### src/rtl/nds_pkg.sv
`timescale 1ns / 1ps
// Package for the nixie digit shift driver.
// Chain, tube and queue sizes, limits and entry types; no dependencies.
package nds_pkg;

    localparam int SHIFT_BYTES = 8;
    localparam int CHAIN_BITS  = SHIFT_BYTES * 8;
    localparam int CNT_W       = $clog2(CHAIN_BITS);
    localparam int TUBE_COUNT  = 6;
    localparam int TUBE_SPAN   = 10;
    localparam logic [7:0] DIGIT_MAX = 8'd9;
    localparam logic [3:0] COLON_MAX = 4'd3;

    localparam int QDEPTH = 2;
    localparam int QPTR_W = $clog2(QDEPTH);
    localparam int QCNT_W = $clog2(QDEPTH + 1);

    typedef struct packed {
        logic [CHAIN_BITS-1:0] map;
        logic [3:0]            dots;
    } t_entry;

    typedef struct packed {
        logic   valid;
        t_entry entry;
    } t_push;

endpackage

### src/rtl/nds_if.sv
`timescale 1ns / 1ps
// Valid/ready channel interfaces for frames in and serial bits out.
// No dependencies.
interface nds_frame_if;
    logic       valid;
    logic       ready;
    logic [7:0] digit_0;
    logic [7:0] digit_1;
    logic [7:0] digit_2;
    logic [7:0] digit_3;
    logic [7:0] digit_4;
    logic [7:0] digit_5;
    logic [7:0] dot_code;

    modport source (output valid, digit_0, digit_1, digit_2, digit_3, digit_4,
                    digit_5, dot_code, input ready);
    modport sink   (input valid, digit_0, digit_1, digit_2, digit_3, digit_4,
                    digit_5, dot_code, output ready);
endinterface

interface nds_bit_if;
    logic valid;
    logic ready;
    logic serial_bit;
    logic latch_strobe;
    logic left_bottom_dot;
    logic left_top_dot;
    logic right_bottom_dot;
    logic right_top_dot;

    modport source (output valid, serial_bit, latch_strobe, left_bottom_dot,
                    left_top_dot, right_bottom_dot, right_top_dot, input ready);
    modport sink   (input valid, serial_bit, latch_strobe, left_bottom_dot,
                    left_top_dot, right_bottom_dot, right_top_dot, output ready);
endinterface

### src/rtl/nixie_digit_shift_driver.sv
`timescale 1ns / 1ps
// Top level of the nixie digit shift driver.
// Depends on nds_pkg, nds_if, nds_front, nds_queue and nds_shifter.
//
// i_frame takes one display frame per transaction: six digit bytes, hours
// tens first, and a dot code byte. Digits above 9 blank their tube; a colon
// nibble above 3 leaves that colon unchanged.
// o_bits gives 64 transactions per frame (SHIFT_BYTES*8), cathode map bit 63
// first; latch_strobe is high on the last one. Every transaction carries the
// four colon dot drives as set by its frame.
// With the shifter idle, an accepted frame is first written into the queue
// and then loaded into the shifter, whose valid goes high with its first bit.
// Throughput: one bit per cycle while o_bits.ready is high, and frames
// back to back; the rate is set by the shift register in the back end.
// A two-entry queue sits between front end and shifter, so up to two more
// frames are accepted while one is shifting.
// Reset (i_rst_n low at a clock edge) empties the queue, stops the shifter
// and clears the front end's dot state; the dot outputs are not reset.
// When the receiver holds ready low, the current bit holds and the shifter
// stops; i_frame.ready drops once the queue is full.
module nixie_digit_shift_driver (
    input  logic      i_clk,
    input  logic      i_rst_n,
    nds_frame_if.sink i_frame,
    nds_bit_if.source o_bits
);
    import nds_pkg::*;

    t_push  w_push;
    logic   w_push_ready;
    logic   w_pop_valid;
    t_entry w_pop_entry;
    logic   w_pop;

    nds_front u_front (
        .i_clk        (i_clk),
        .i_rst_n      (i_rst_n),
        .i_frame      (i_frame),
        .i_push_ready (w_push_ready),
        .o_push       (w_push)
    );

    nds_queue u_queue (
        .i_clk        (i_clk),
        .i_rst_n      (i_rst_n),
        .i_push       (w_push),
        .o_push_ready (w_push_ready),
        .o_pop_valid  (w_pop_valid),
        .o_pop_entry  (w_pop_entry),
        .i_pop        (w_pop)
    );

    nds_shifter u_shifter (
        .i_clk       (i_clk),
        .i_rst_n     (i_rst_n),
        .i_pop_valid (w_pop_valid),
        .i_pop_entry (w_pop_entry),
        .o_pop       (w_pop),
        .o_bits      (o_bits)
    );

endmodule

### src/rtl/nds_front.sv
`timescale 1ns / 1ps
// Front end: accepts frames, builds the cathode map and updates the dot drives.
// Depends on nds_pkg and nds_if.
module nds_front (
    input  logic              i_clk,
    input  logic              i_rst_n,
    nds_frame_if.sink         i_frame,
    input  logic              i_push_ready,
    output nds_pkg::t_push    o_push
);
    import nds_pkg::*;

    logic [3:0]            r_dot_pins;
    logic [3:0]            n_dot_pins;
    logic [7:0]            w_dig [TUBE_COUNT];
    logic [CHAIN_BITS-1:0] w_map;
    logic                  w_take;

    assign w_dig[0] = i_frame.digit_5;
    assign w_dig[1] = i_frame.digit_4;
    assign w_dig[2] = i_frame.digit_3;
    assign w_dig[3] = i_frame.digit_2;
    assign w_dig[4] = i_frame.digit_1;
    assign w_dig[5] = i_frame.digit_0;

    assign i_frame.ready = i_push_ready;
    assign w_take        = i_frame.valid && i_push_ready;

    always_comb begin
        w_map = '0;
        for (int t = 0; t < TUBE_COUNT; t++) begin
            if (w_dig[t] <= DIGIT_MAX) begin
                w_map[t * TUBE_SPAN + int'(w_dig[t][3:0])] = 1'b1;
            end
        end
    end

    // codes above 3 keep the colon as it is
    always_comb begin
        n_dot_pins = r_dot_pins;
        if (i_frame.dot_code[7:4] <= COLON_MAX) begin
            n_dot_pins[1:0] = i_frame.dot_code[5:4];
        end
        if (i_frame.dot_code[3:0] <= COLON_MAX) begin
            n_dot_pins[3:2] = i_frame.dot_code[1:0];
        end
    end

    always_ff @(posedge i_clk) begin
        if (!i_rst_n) begin
            r_dot_pins <= 4'd0;
        end else if (w_take) begin
            r_dot_pins <= n_dot_pins;
        end
    end

    assign o_push.valid      = i_frame.valid;
    assign o_push.entry.map  = w_map;
    assign o_push.entry.dots = n_dot_pins;

endmodule

### src/rtl/nds_queue.sv
`timescale 1ns / 1ps
// Short frame queue between front end and shifter.
// Depends on nds_pkg.
module nds_queue (
    input  logic              i_clk,
    input  logic              i_rst_n,
    input  nds_pkg::t_push    i_push,
    output logic              o_push_ready,
    output logic              o_pop_valid,
    output nds_pkg::t_entry   o_pop_entry,
    input  logic              i_pop
);
    import nds_pkg::*;

    t_entry            r_mem [QDEPTH];
    logic [QPTR_W-1:0] r_wr_ptr;
    logic [QPTR_W-1:0] r_rd_ptr;
    logic [QCNT_W-1:0] r_count;
    logic              w_wr;
    logic              w_rd;

    assign o_push_ready = (r_count != QCNT_W'(QDEPTH));
    assign o_pop_valid  = (r_count != '0);
    assign o_pop_entry  = r_mem[r_rd_ptr];
    assign w_wr         = i_push.valid && o_push_ready;
    assign w_rd         = i_pop && o_pop_valid;

    always_ff @(posedge i_clk) begin
        if (w_wr) begin
            r_mem[r_wr_ptr] <= i_push.entry;
        end
    end

    always_ff @(posedge i_clk) begin
        if (!i_rst_n) begin
            r_wr_ptr <= '0;
            r_rd_ptr <= '0;
            r_count  <= '0;
        end else begin
            if (w_wr) begin
                r_wr_ptr <= (r_wr_ptr == QPTR_W'(QDEPTH - 1)) ? '0 : r_wr_ptr + 1'b1;
            end
            if (w_rd) begin
                r_rd_ptr <= (r_rd_ptr == QPTR_W'(QDEPTH - 1)) ? '0 : r_rd_ptr + 1'b1;
            end
            case ({w_wr, w_rd})
                2'b10:   r_count <= r_count + 1'b1;
                2'b01:   r_count <= r_count - 1'b1;
                default: r_count <= r_count;
            endcase
        end
    end

endmodule

### src/rtl/nds_shifter.sv
`timescale 1ns / 1ps
// Back end: shifts each queued cathode map out MSB first, strobing the last bit.
// Depends on nds_pkg and nds_if.
module nds_shifter (
    input  logic              i_clk,
    input  logic              i_rst_n,
    input  logic              i_pop_valid,
    input  nds_pkg::t_entry   i_pop_entry,
    output logic              o_pop,
    nds_bit_if.source         o_bits
);
    import nds_pkg::*;

    logic                  r_busy;
    logic [CNT_W-1:0]      r_cnt;
    logic [CHAIN_BITS-1:0] r_map;
    logic [3:0]            r_dots;
    logic                  w_last;
    logic                  w_fire;
    logic                  w_load;

    assign w_last = (r_cnt == CNT_W'(CHAIN_BITS - 1));
    assign w_fire = r_busy && o_bits.ready;
    assign w_load = !r_busy || (w_fire && w_last);
    assign o_pop  = w_load && i_pop_valid;

    always_ff @(posedge i_clk) begin
        if (!i_rst_n) begin
            r_busy <= 1'b0;
            r_cnt  <= '0;
        end else if (w_load) begin
            r_busy <= i_pop_valid;
            r_cnt  <= '0;
        end else if (w_fire) begin
            r_cnt <= r_cnt + 1'b1;
        end
    end

    always_ff @(posedge i_clk) begin
        if (w_load) begin
            r_map  <= i_pop_entry.map;
            r_dots <= i_pop_entry.dots;
        end else if (w_fire) begin
            r_map <= {r_map[CHAIN_BITS-2:0], 1'b0};
        end
    end

    assign o_bits.valid            = r_busy;
    assign o_bits.serial_bit       = r_map[CHAIN_BITS-1];
    assign o_bits.latch_strobe     = w_last;
    assign o_bits.left_bottom_dot  = r_dots[0];
    assign o_bits.left_top_dot     = r_dots[1];
    assign o_bits.right_bottom_dot = r_dots[2];
    assign o_bits.right_top_dot    = r_dots[3];

endmodule

### src/flat_wrapper.sv
// flat-port wrapper written by rule: the top's interface ports become plain ports
module nixie_digit_shift_driver_flat import nds_pkg::*;
  (i_clk, i_rst_n, i_frame_valid, i_frame_digit_0, i_frame_digit_1, i_frame_digit_2, i_frame_digit_3, i_frame_digit_4, i_frame_digit_5, i_frame_dot_code, i_frame_ready, o_bits_valid, o_bits_serial_bit, o_bits_latch_strobe, o_bits_left_bottom_dot, o_bits_left_top_dot, o_bits_right_bottom_dot, o_bits_right_top_dot, o_bits_ready);
  nds_frame_if i_frame_i ();
  nds_bit_if o_bits_i ();
  input  logic i_clk;
  input  logic i_rst_n;
  input wire logic [$bits(i_frame_i.valid)-1:0] i_frame_valid;
  input wire logic [$bits(i_frame_i.digit_0)-1:0] i_frame_digit_0;
  input wire logic [$bits(i_frame_i.digit_1)-1:0] i_frame_digit_1;
  input wire logic [$bits(i_frame_i.digit_2)-1:0] i_frame_digit_2;
  input wire logic [$bits(i_frame_i.digit_3)-1:0] i_frame_digit_3;
  input wire logic [$bits(i_frame_i.digit_4)-1:0] i_frame_digit_4;
  input wire logic [$bits(i_frame_i.digit_5)-1:0] i_frame_digit_5;
  input wire logic [$bits(i_frame_i.dot_code)-1:0] i_frame_dot_code;
  output wire logic [$bits(i_frame_i.ready)-1:0] i_frame_ready;
  output wire logic [$bits(o_bits_i.valid)-1:0] o_bits_valid;
  output wire logic [$bits(o_bits_i.serial_bit)-1:0] o_bits_serial_bit;
  output wire logic [$bits(o_bits_i.latch_strobe)-1:0] o_bits_latch_strobe;
  output wire logic [$bits(o_bits_i.left_bottom_dot)-1:0] o_bits_left_bottom_dot;
  output wire logic [$bits(o_bits_i.left_top_dot)-1:0] o_bits_left_top_dot;
  output wire logic [$bits(o_bits_i.right_bottom_dot)-1:0] o_bits_right_bottom_dot;
  output wire logic [$bits(o_bits_i.right_top_dot)-1:0] o_bits_right_top_dot;
  input wire logic [$bits(o_bits_i.ready)-1:0] o_bits_ready;
  assign i_frame_i.valid = i_frame_valid;
  assign i_frame_i.digit_0 = i_frame_digit_0;
  assign i_frame_i.digit_1 = i_frame_digit_1;
  assign i_frame_i.digit_2 = i_frame_digit_2;
  assign i_frame_i.digit_3 = i_frame_digit_3;
  assign i_frame_i.digit_4 = i_frame_digit_4;
  assign i_frame_i.digit_5 = i_frame_digit_5;
  assign i_frame_i.dot_code = i_frame_dot_code;
  assign i_frame_ready = i_frame_i.ready;
  assign o_bits_valid = o_bits_i.valid;
  assign o_bits_serial_bit = o_bits_i.serial_bit;
  assign o_bits_latch_strobe = o_bits_i.latch_strobe;
  assign o_bits_left_bottom_dot = o_bits_i.left_bottom_dot;
  assign o_bits_left_top_dot = o_bits_i.left_top_dot;
  assign o_bits_right_bottom_dot = o_bits_i.right_bottom_dot;
  assign o_bits_right_top_dot = o_bits_i.right_top_dot;
  assign o_bits_i.ready = o_bits_ready;
  nixie_digit_shift_driver u_core (.i_clk(i_clk), .i_rst_n(i_rst_n), .i_frame(i_frame_i), .o_bits(o_bits_i));
endmodule
### config.mk
export PLATFORM = sky130hd
export DESIGN_NAME = nixie_digit_shift_driver_flat
export DESIGN_NICKNAME = d
export VERILOG_FILES = /design/src/rtl/nds_pkg.sv /design/src/rtl/nds_if.sv /design/src/rtl/nixie_digit_shift_driver.sv /design/src/rtl/nds_front.sv /design/src/rtl/nds_queue.sv /design/src/rtl/nds_shifter.sv /design/src/flat_wrapper.sv
export SDC_FILE = /design/constraint.sdc
export NUM_CORES = 1
export LEC_CHECK = 0
export BUFFER_PORTS_ARGS = -buffer_cell sky130_fd_sc_hd__buf_4
export CELL_PAD_IN_SITES_DETAIL_PLACEMENT = 0
export CELL_PAD_IN_SITES_GLOBAL_PLACEMENT = 1
export CORE_MARGIN = 2
export CORE_UTILIZATION = 52
export CTS_BUF_LIST = sky130_fd_sc_hd__clkbuf_2
export DETAILED_ROUTE_END_ITERATION = 12
export PLACE_DENSITY = 0.79
export SETUP_SLACK_MARGIN = 0.3
export SLEW_MARGIN = 15
export SYNTH_ARGS = -nofsm -noshare
export SYNTH_HDL_FRONTEND = slang
export SYNTH_SLANG_ARGS = --single-unit
### constraint.sdc
create_clock -name i_clk -period 4.6 [get_ports i_clk]
set_clock_uncertainty 0.05 [all_clocks]
set_input_delay 0.46 -clock i_clk [delete_from_list [all_inputs] [get_ports i_clk]]
set_output_delay 0.46 -clock i_clk [all_outputs]
set_load 0.05 [all_outputs]
* Word level (Yosys, flattened, before mapping) *
Memory sizes are Yosys's and may differ from the RTL's. A register that Yosys moved wholly into a read port is not among the register bits.
Index checks and enable logic that the tools add are counted.
Widths: inputs -> output; s select.

word-level totals
  ROM bits = 0
  output and inout bits = 8
  memories kept = 1
  memory bits (writable) = 136
  input port bits = 60
  latch bits = 0
  logic and storage cells = 95
  flip-flop bits (word level) = 83

operators by class
  mux-type cells = 29
  eq/ne operators = 4
  div/mod/pow operators = 0
  multiply operators = 0
  order comparisons = 20
  shift operators = 0
  bitwise logic cells = 6
  reduce and logical (&&, ||, !) cells = 17
  add/subtract/negate cells = 10

memories
  name                  depth  bits a word  rd ports  clocked after memory_dff  wr ports  line             RTL
  u_core.u_queue.r_mem  2      68           1         1                         1         nds_queue.sv:15  t_entry r_mem [QDEPTH];

operator list
  operator             number
  $mux 64              7
  $or 64x64->64        4
  $or 16x64->64        1
  $le 8x4->1 const B   6
  $demux 1 s6          5
  $mux 16              1
  $add 6x4->7 const A  2
  $ge 7x1->1 const B   2
  $lt 6x7->1 const B   2
  $lt 7x7->1 const B   2
  $add 5x4->6 const A  2
  $ge 6x1->1 const B   2
  $mux 1               12
  $logic_and 1x1->1    11
  $le 4x2->1 const B   2
  $lt 4x7->1 const B   1
  $lt 5x7->1 const B   1
  $add 6x1->6 const B  1
  $eq 6x6->1 const B   1
  $reduce_bool 2->1    3
  $add 4x4->5 const A  1
  $ge 5x1->1 const B   1
  $demux 1 s4          1
  $ge 4x1->1 const B   1
  other kinds (12)     14

* Logic depth before layout (Yosys ltp) *
  depth after elaboration = 15
  depth in mapped cells = 9

* Modules after synthesis *
A second synthesis with hierarchy kept.

second synthesis, totals
  cells, all modules = 668
  area total of the unflattened synthesis = 9977.1 sq um

by module, submodules not included
  module       cells each  seq. area each (sq um)  area each (sq um)  instances
  nds_queue    236         4184.0                  5143.7             1
  nds_shifter  178         2182.1                  3160.5             1
  nds_front    254         80.1                    1672.9             1

* Worst setup path before layout *
No wires, ideal clock.

  path type = reg-to-reg
  start point = register u_core.u_queue.r_count[0]
  end point = memory u_core.u_queue.r_mem[0][0] (netlist name), enable pin
  cell stages (with the launch flop) = 5
  setup slack = -0.204 ns
  arrival = 4.258 ns
  library setup time = 0.496 ns
  period minus slack after synthesis = 4.804 ns
  cells stage by stage = dfxtp_1 -> nand2b_1 -> clkbuf_1 -> nand2_1 -> nor2_1

on the way
  longest elaborated chain between the ends = 4

ends and longest elaborated chain
  item                          line                RTL
  from (decl)                   nds_queue.sv:18     logic [QCNT_W-1:0] r_count;
  from (signal assigned)        nds_queue.sv:47     2'b10: r_count <= r_count + 1'b1;
  from (signal assigned)        nds_queue.sv:48     2'b01: r_count <= r_count - 1'b1;
  from (signal assigned)        nds_queue.sv:49     default: r_count <= r_count;
  $ne 2x2->1                    nds_queue.sv:22     assign o_push_ready = (r_count != QCNT_W'(QDEPTH));
  net i_frame_ready             flat_wrapper.sv:16  output wire logic [$bits(i_frame_i.ready)-1:0] i_frame_ready;
  $logic_and 1x1->1             nds_queue.sv:25     assign w_wr = i_push.valid && o_push_ready;
  $mux 1                        nds_queue.sv:29     if (w_wr) begin
  $mux 1 (not written as such)  nds_queue.sv:30     r_mem[r_wr_ptr] <= i_push.entry;
  to (decl)                     nds_queue.sv:15

The timed path passes the listed nets, and every way through them passes these cells.

* Worst setup path in the final report *
  start point = register u_core.u_queue.r_count[0]
  end point = memory u_core.u_queue.r_mem[0][35] (netlist name), enable pin

on the way
  longest elaborated chain between the ends = 4

ends and longest elaborated chain
  item                          line
  $ne 2x2->1                    nds_queue.sv:22
  $logic_and 1x1->1             nds_queue.sv:25
  $mux 1                        nds_queue.sv:29
  $mux 1 (not written as such)  nds_queue.sv:30

No other way between the ends.

==> flow_metrics.env <==
export IMPL_vias_in_the_first_global_route=6437
export IMPL_grt_max_degree=84
export IMPL_min_delay_path_class="in -> reg"
export IMPL_ys_dominant_reg_cell="sky130_fd_sc_hd__edfxtp_1"
export IMPL_drt_first_pass_iters=6
export IMPL_drv_slew=0
export IMPL_mappedNetlistNets=826
export IMPL_multi_input_comb_area_sq_um=3130
export IMPL_antenna_found_initial=1
export IMPL_synth_async_sr_flop_share=0
export IMPL_max_slew_margin_rel=0.296
export IMPL_tightest_slew_ns=1.05
export IMPL_nets=928
export IMPL_grt_use_total=0.223
export IMPL_synth_largest_area_cell="sky130_fd_sc_hd__edfxtp_1"
export IMPL_setup_slack_ns=1.77
export IMPL_critical_path_slowest_cell="sky130_fd_sc_hd__nor2_4"
export IMPL_grt_pass1_wl_mm=34.3
export IMPL_timing_critical_path_to_type="flop"
export IMPL_die_area_sq_um=19800
export IMPL_post_placement_setup_slack_ns=1.74
export IMPL_number_of_instances_resized_during_post_cts_repair=0
export IMPL_globalRouteMet1Util=0.300
export IMPL_max_cap_violations=0
export IMPL_synthToLayoutAreaGrowth_pct=13.3
export IMPL_placement_rows=50
export IMPL_final_period_utilization=0.615
export IMPL_synthTopCellsByArea="sky130_fd_sc_hd__edfxtp_1, sky130_fd_sc_hd__mux2i_1, sky130_fd_sc_hd__nand2_1, sky130_fd_sc_hd__o21ai_0, sky130_fd_sc_hd__dfxtp_1"
export IMPL_mostFrequentLayoutCell="sky130_fd_sc_hd__edfxtp_1"
export IMPL_critical_path_arrival_ns=3.19
export IMPL_clk_root_buf="sky130_fd_sc_hd__clkbuf_2"
export IMPL_place_port_buffers=67
export IMPL_clock_transition_at_the_registers_of_the_reported_paths_ns=0.11
export IMPL_ys_warn_count=0
export IMPL_grtUsageMet3=0.0482
export IMPL_drc=0
export IMPL_whs_ns=0.0547
export IMPL_required_arrival_time_at_the_worst_endpoint_ns=4.96
export IMPL_timing_final_hold_violations=0
export IMPL_status="finished clean"
export IMPL_clock_latency_reported_for_the_late_side_of_the_worst_skew_pair_ns=0.79
export IMPL_synth_cell_area_sq_um=9730
export IMPL_fin_area_sq_um=11000
export IMPL_drive_above_1_share=0.196
export IMPL_share_of_the_synthesized_area_in_the_top_cell_type=0.629
export IMPL_worstPathCellList="nand2b_1 > nand2_1 > nor2_4 > buf_4"
export IMPL_critical_path_peak_fanout=32
export IMPL_cts_max_level=2
export IMPL_rsz0062_at_grt="no"
export IMPL_synth_distinct_cells=55
export IMPL_cp_num_buf_inv=1
export IMPL_floorplan_core_area_sq_um=18500
export IMPL_inserted_clock_buffers=53
export IMPL_synth_seq_area_share=0.662
export IMPL_routed_via_density=5.86
export IMPL_final_fill_count=1532
export IMPL_num_vias=6629
export IMPL_ant_nets=0
export IMPL_synth_seq_cells=220
export IMPL_drt_initial_drc_count=529
export IMPL_startpoint_type="flop"
export IMPL_synth_edff_count=204
export IMPL_gr_usage_met2=0.363
export IMPL_netlist_instances=758
export IMPL_routedWlPerCell_um=19.5
export IMPL_die_extent_in_y_um=141
export IMPL_timing_worst_setup_path_type="reg -> reg"
export IMPL_grt_remaining_overflow=0
export IMPL_postSynthAreaPerCell_sq_um=12.8
export IMPL_grt_busiest_layer="met2"
export IMPL_finish_utilization=0.595
export IMPL_commonest_cells_after_routing_fill_and_taps_aside="sky130_fd_sc_hd__edfxtp_1, sky130_fd_sc_hd__nand2_1, sky130_fd_sc_hd__buf_4"
export IMPL_cpLargestDelayFamily="simple AND/OR/NAND/NOR gates"
export IMPL_fmaxAchievable_mhz=354
export IMPL_finalWeightedCongestion=0.868
export IMPL_tritoncts="done"
export IMPL_power_ir_vdd_worst_v=0.000262
export IMPL_placement_cell_area_sq_um=10500
export IMPL_seq_area_sq_um=6450
export IMPL_floorplan_die_width_um=141
export IMPL_timing_final_crit_period_ns=2.83
export IMPL_start_util=0.526
export IMPL_cp_slowest_stage_delay_ns=0.84
export IMPL_p_leak_nw=3.85
export IMPL_p_per_area_nw_per_um2=480
export IMPL_final_setup_tns_ns=0
export IMPL_clock_tree_buffer_depth=3
export IMPL_setup_viol_count_final=0
export IMPL_place_hpwl_mm=14.8
export IMPL_cts_sinks=220
export IMPL_top_level_port_count=68
export IMPL_detailed_route_wire_length_mm=22.1
==> cell usage after synthesis (5+ instances only) <==
| library cell | n |
|---|---|
| sky130_fd_sc_hd__ha_1 | 8 |
| sky130_fd_sc_hd__buf_2 | 8 |
| sky130_fd_sc_hd__nand3_1 | 15 |
| sky130_fd_sc_hd__o22ai_1 | 18 |
| sky130_fd_sc_hd__or4_1 | 6 |
| sky130_fd_sc_hd__nor3b_1 | 9 |
| sky130_fd_sc_hd__o21ai_0 | 71 |
| sky130_fd_sc_hd__edfxtp_1 | 204 |
| sky130_fd_sc_hd__nor4_1 | 5 |
| sky130_fd_sc_hd__mux2_2 | 8 |
| sky130_fd_sc_hd__a21oi_1 | 10 |
| sky130_fd_sc_hd__or3_1 | 6 |
| sky130_fd_sc_hd__nor2b_1 | 6 |
| sky130_fd_sc_hd__nor2_1 | 45 |
| sky130_fd_sc_hd__clkbuf_1 | 28 |
| sky130_fd_sc_hd__nand4_1 | 7 |
| sky130_fd_sc_hd__nand2b_1 | 11 |
| sky130_fd_sc_hd__o221ai_1 | 19 |
| sky130_fd_sc_hd__nor3_1 | 5 |
| sky130_fd_sc_hd__inv_1 | 10 |
| sky130_fd_sc_hd__dfxtp_1 | 16 |
| sky130_fd_sc_hd__mux2i_1 | 66 |
| sky130_fd_sc_hd__nand2_1 | 114 |
| sky130_fd_sc_hd__nand3b_1 | 13 |
==> flip-flops by register name, indices dropped and copies added (netlist names), named ones only <==
name and flops:
u_core.u_front.r_dot_pins 4, u_core.u_queue.r_count 2, u_core.u_queue.r_mem 136, u_core.u_queue.r_rd_ptr 1
u_core.u_queue.r_wr_ptr 1, u_core.u_shifter.o_bits.valid 1, u_core.u_shifter.r_cnt 6, u_core.u_shifter.r_dots 4
u_core.u_shifter.r_map 64
==> layer usage <==
metal,part of all wire,vias up
li1,-,3123
met1,0.44,3191
met5,0,-
met2,0.47,263
met4,0.027,0
met3,0.064,52
==> what timing repair did <==
action                                  4_1_cts  5_1_grt
endpoints found under the hold margin        28        0
hold buffers                                 10        0
buffers inserted                              0        0
endpoints found under the setup margin        0        0
==> final cells by class <==
class                           instances  share of cell area
Inverter                               10             0.00340
Clock buffer                           72              0.0327
Antenna cell                            2            0.000454
Clock inverter                         19             0.00942
Tap cell                              234              0.0266
Sequential cell                       220               0.585
Multi-Input combinational cell        492               0.284
Timing Repair Buffer                   83              0.0588
==> through the flow <==
step	instances	total power [mW]
after floorplan	758	3.77
after global placement	1029	4.08
after detailed placement	1029	4.13
after CTS	1130	5.35
after global routing	1132	5.60
final	1132	5.29
==> cell families (layout without fill, tap and decap cells) <==
family                     after synthesis  after routing  synth area share
AOI/OAI and AO/OA                      139            139            0.0895
xor gates and xnor gates                 6              6           0.00540
adders and majority gates                8              8            0.0103
buffers and inverters                   46            184            0.0188
DFF                                    220            220             0.662
muxes                                   74             74            0.0771
other                                    0              2                 0
and+or+nand+nor                        265            265             0.137
==> power breakdown <==
| part | switching [mW] | leakage (nW) | internal, mW | total [mW] |
|---|---|---|---|---|
| clock | 0.743 | 0.345 | 0.480 | 1.22 |
| combinational | 0.661 | 1.32 | 0.406 | 1.07 |
| sequential | 0.223 | 2.19 | 2.78 | 3.00 |
==> worst register-to-register path: cells and delay by family, from the launching register on <==
kind,cells,cell delay (ns)
and+or+nand+nor,3,1.49
buffers and inverters,1,0.48
DFF,1,0.42
==> worst paths after layout <==
| path | slack, ns | start | endpoint | cells after the start |
|---|---|---|---|---|
| min reg2reg | 0.43 | u_core.u_shifter.r_map[21]$_DFFE_PP_ | u_core.u_shifter.r_map[22]$_DFFE_PP_ | 2 |
| min | 0.05 | i_frame_digit_5[0] | u_core.u_queue.r_mem[0][7]$_DFFE_PP_ | 3 |
| max | 1.77 | u_core.u_queue.r_count[0]$_SDFFE_PN0P_ | u_core.u_queue.r_mem[0][35]$_DFFE_PP_ | 4 |
| max reg2reg | 1.77 | u_core.u_queue.r_count[0]$_SDFFE_PN0P_ | u_core.u_queue.r_mem[0][35]$_DFFE_PP_ | 4 |
(Power assumes the default switching activity.)
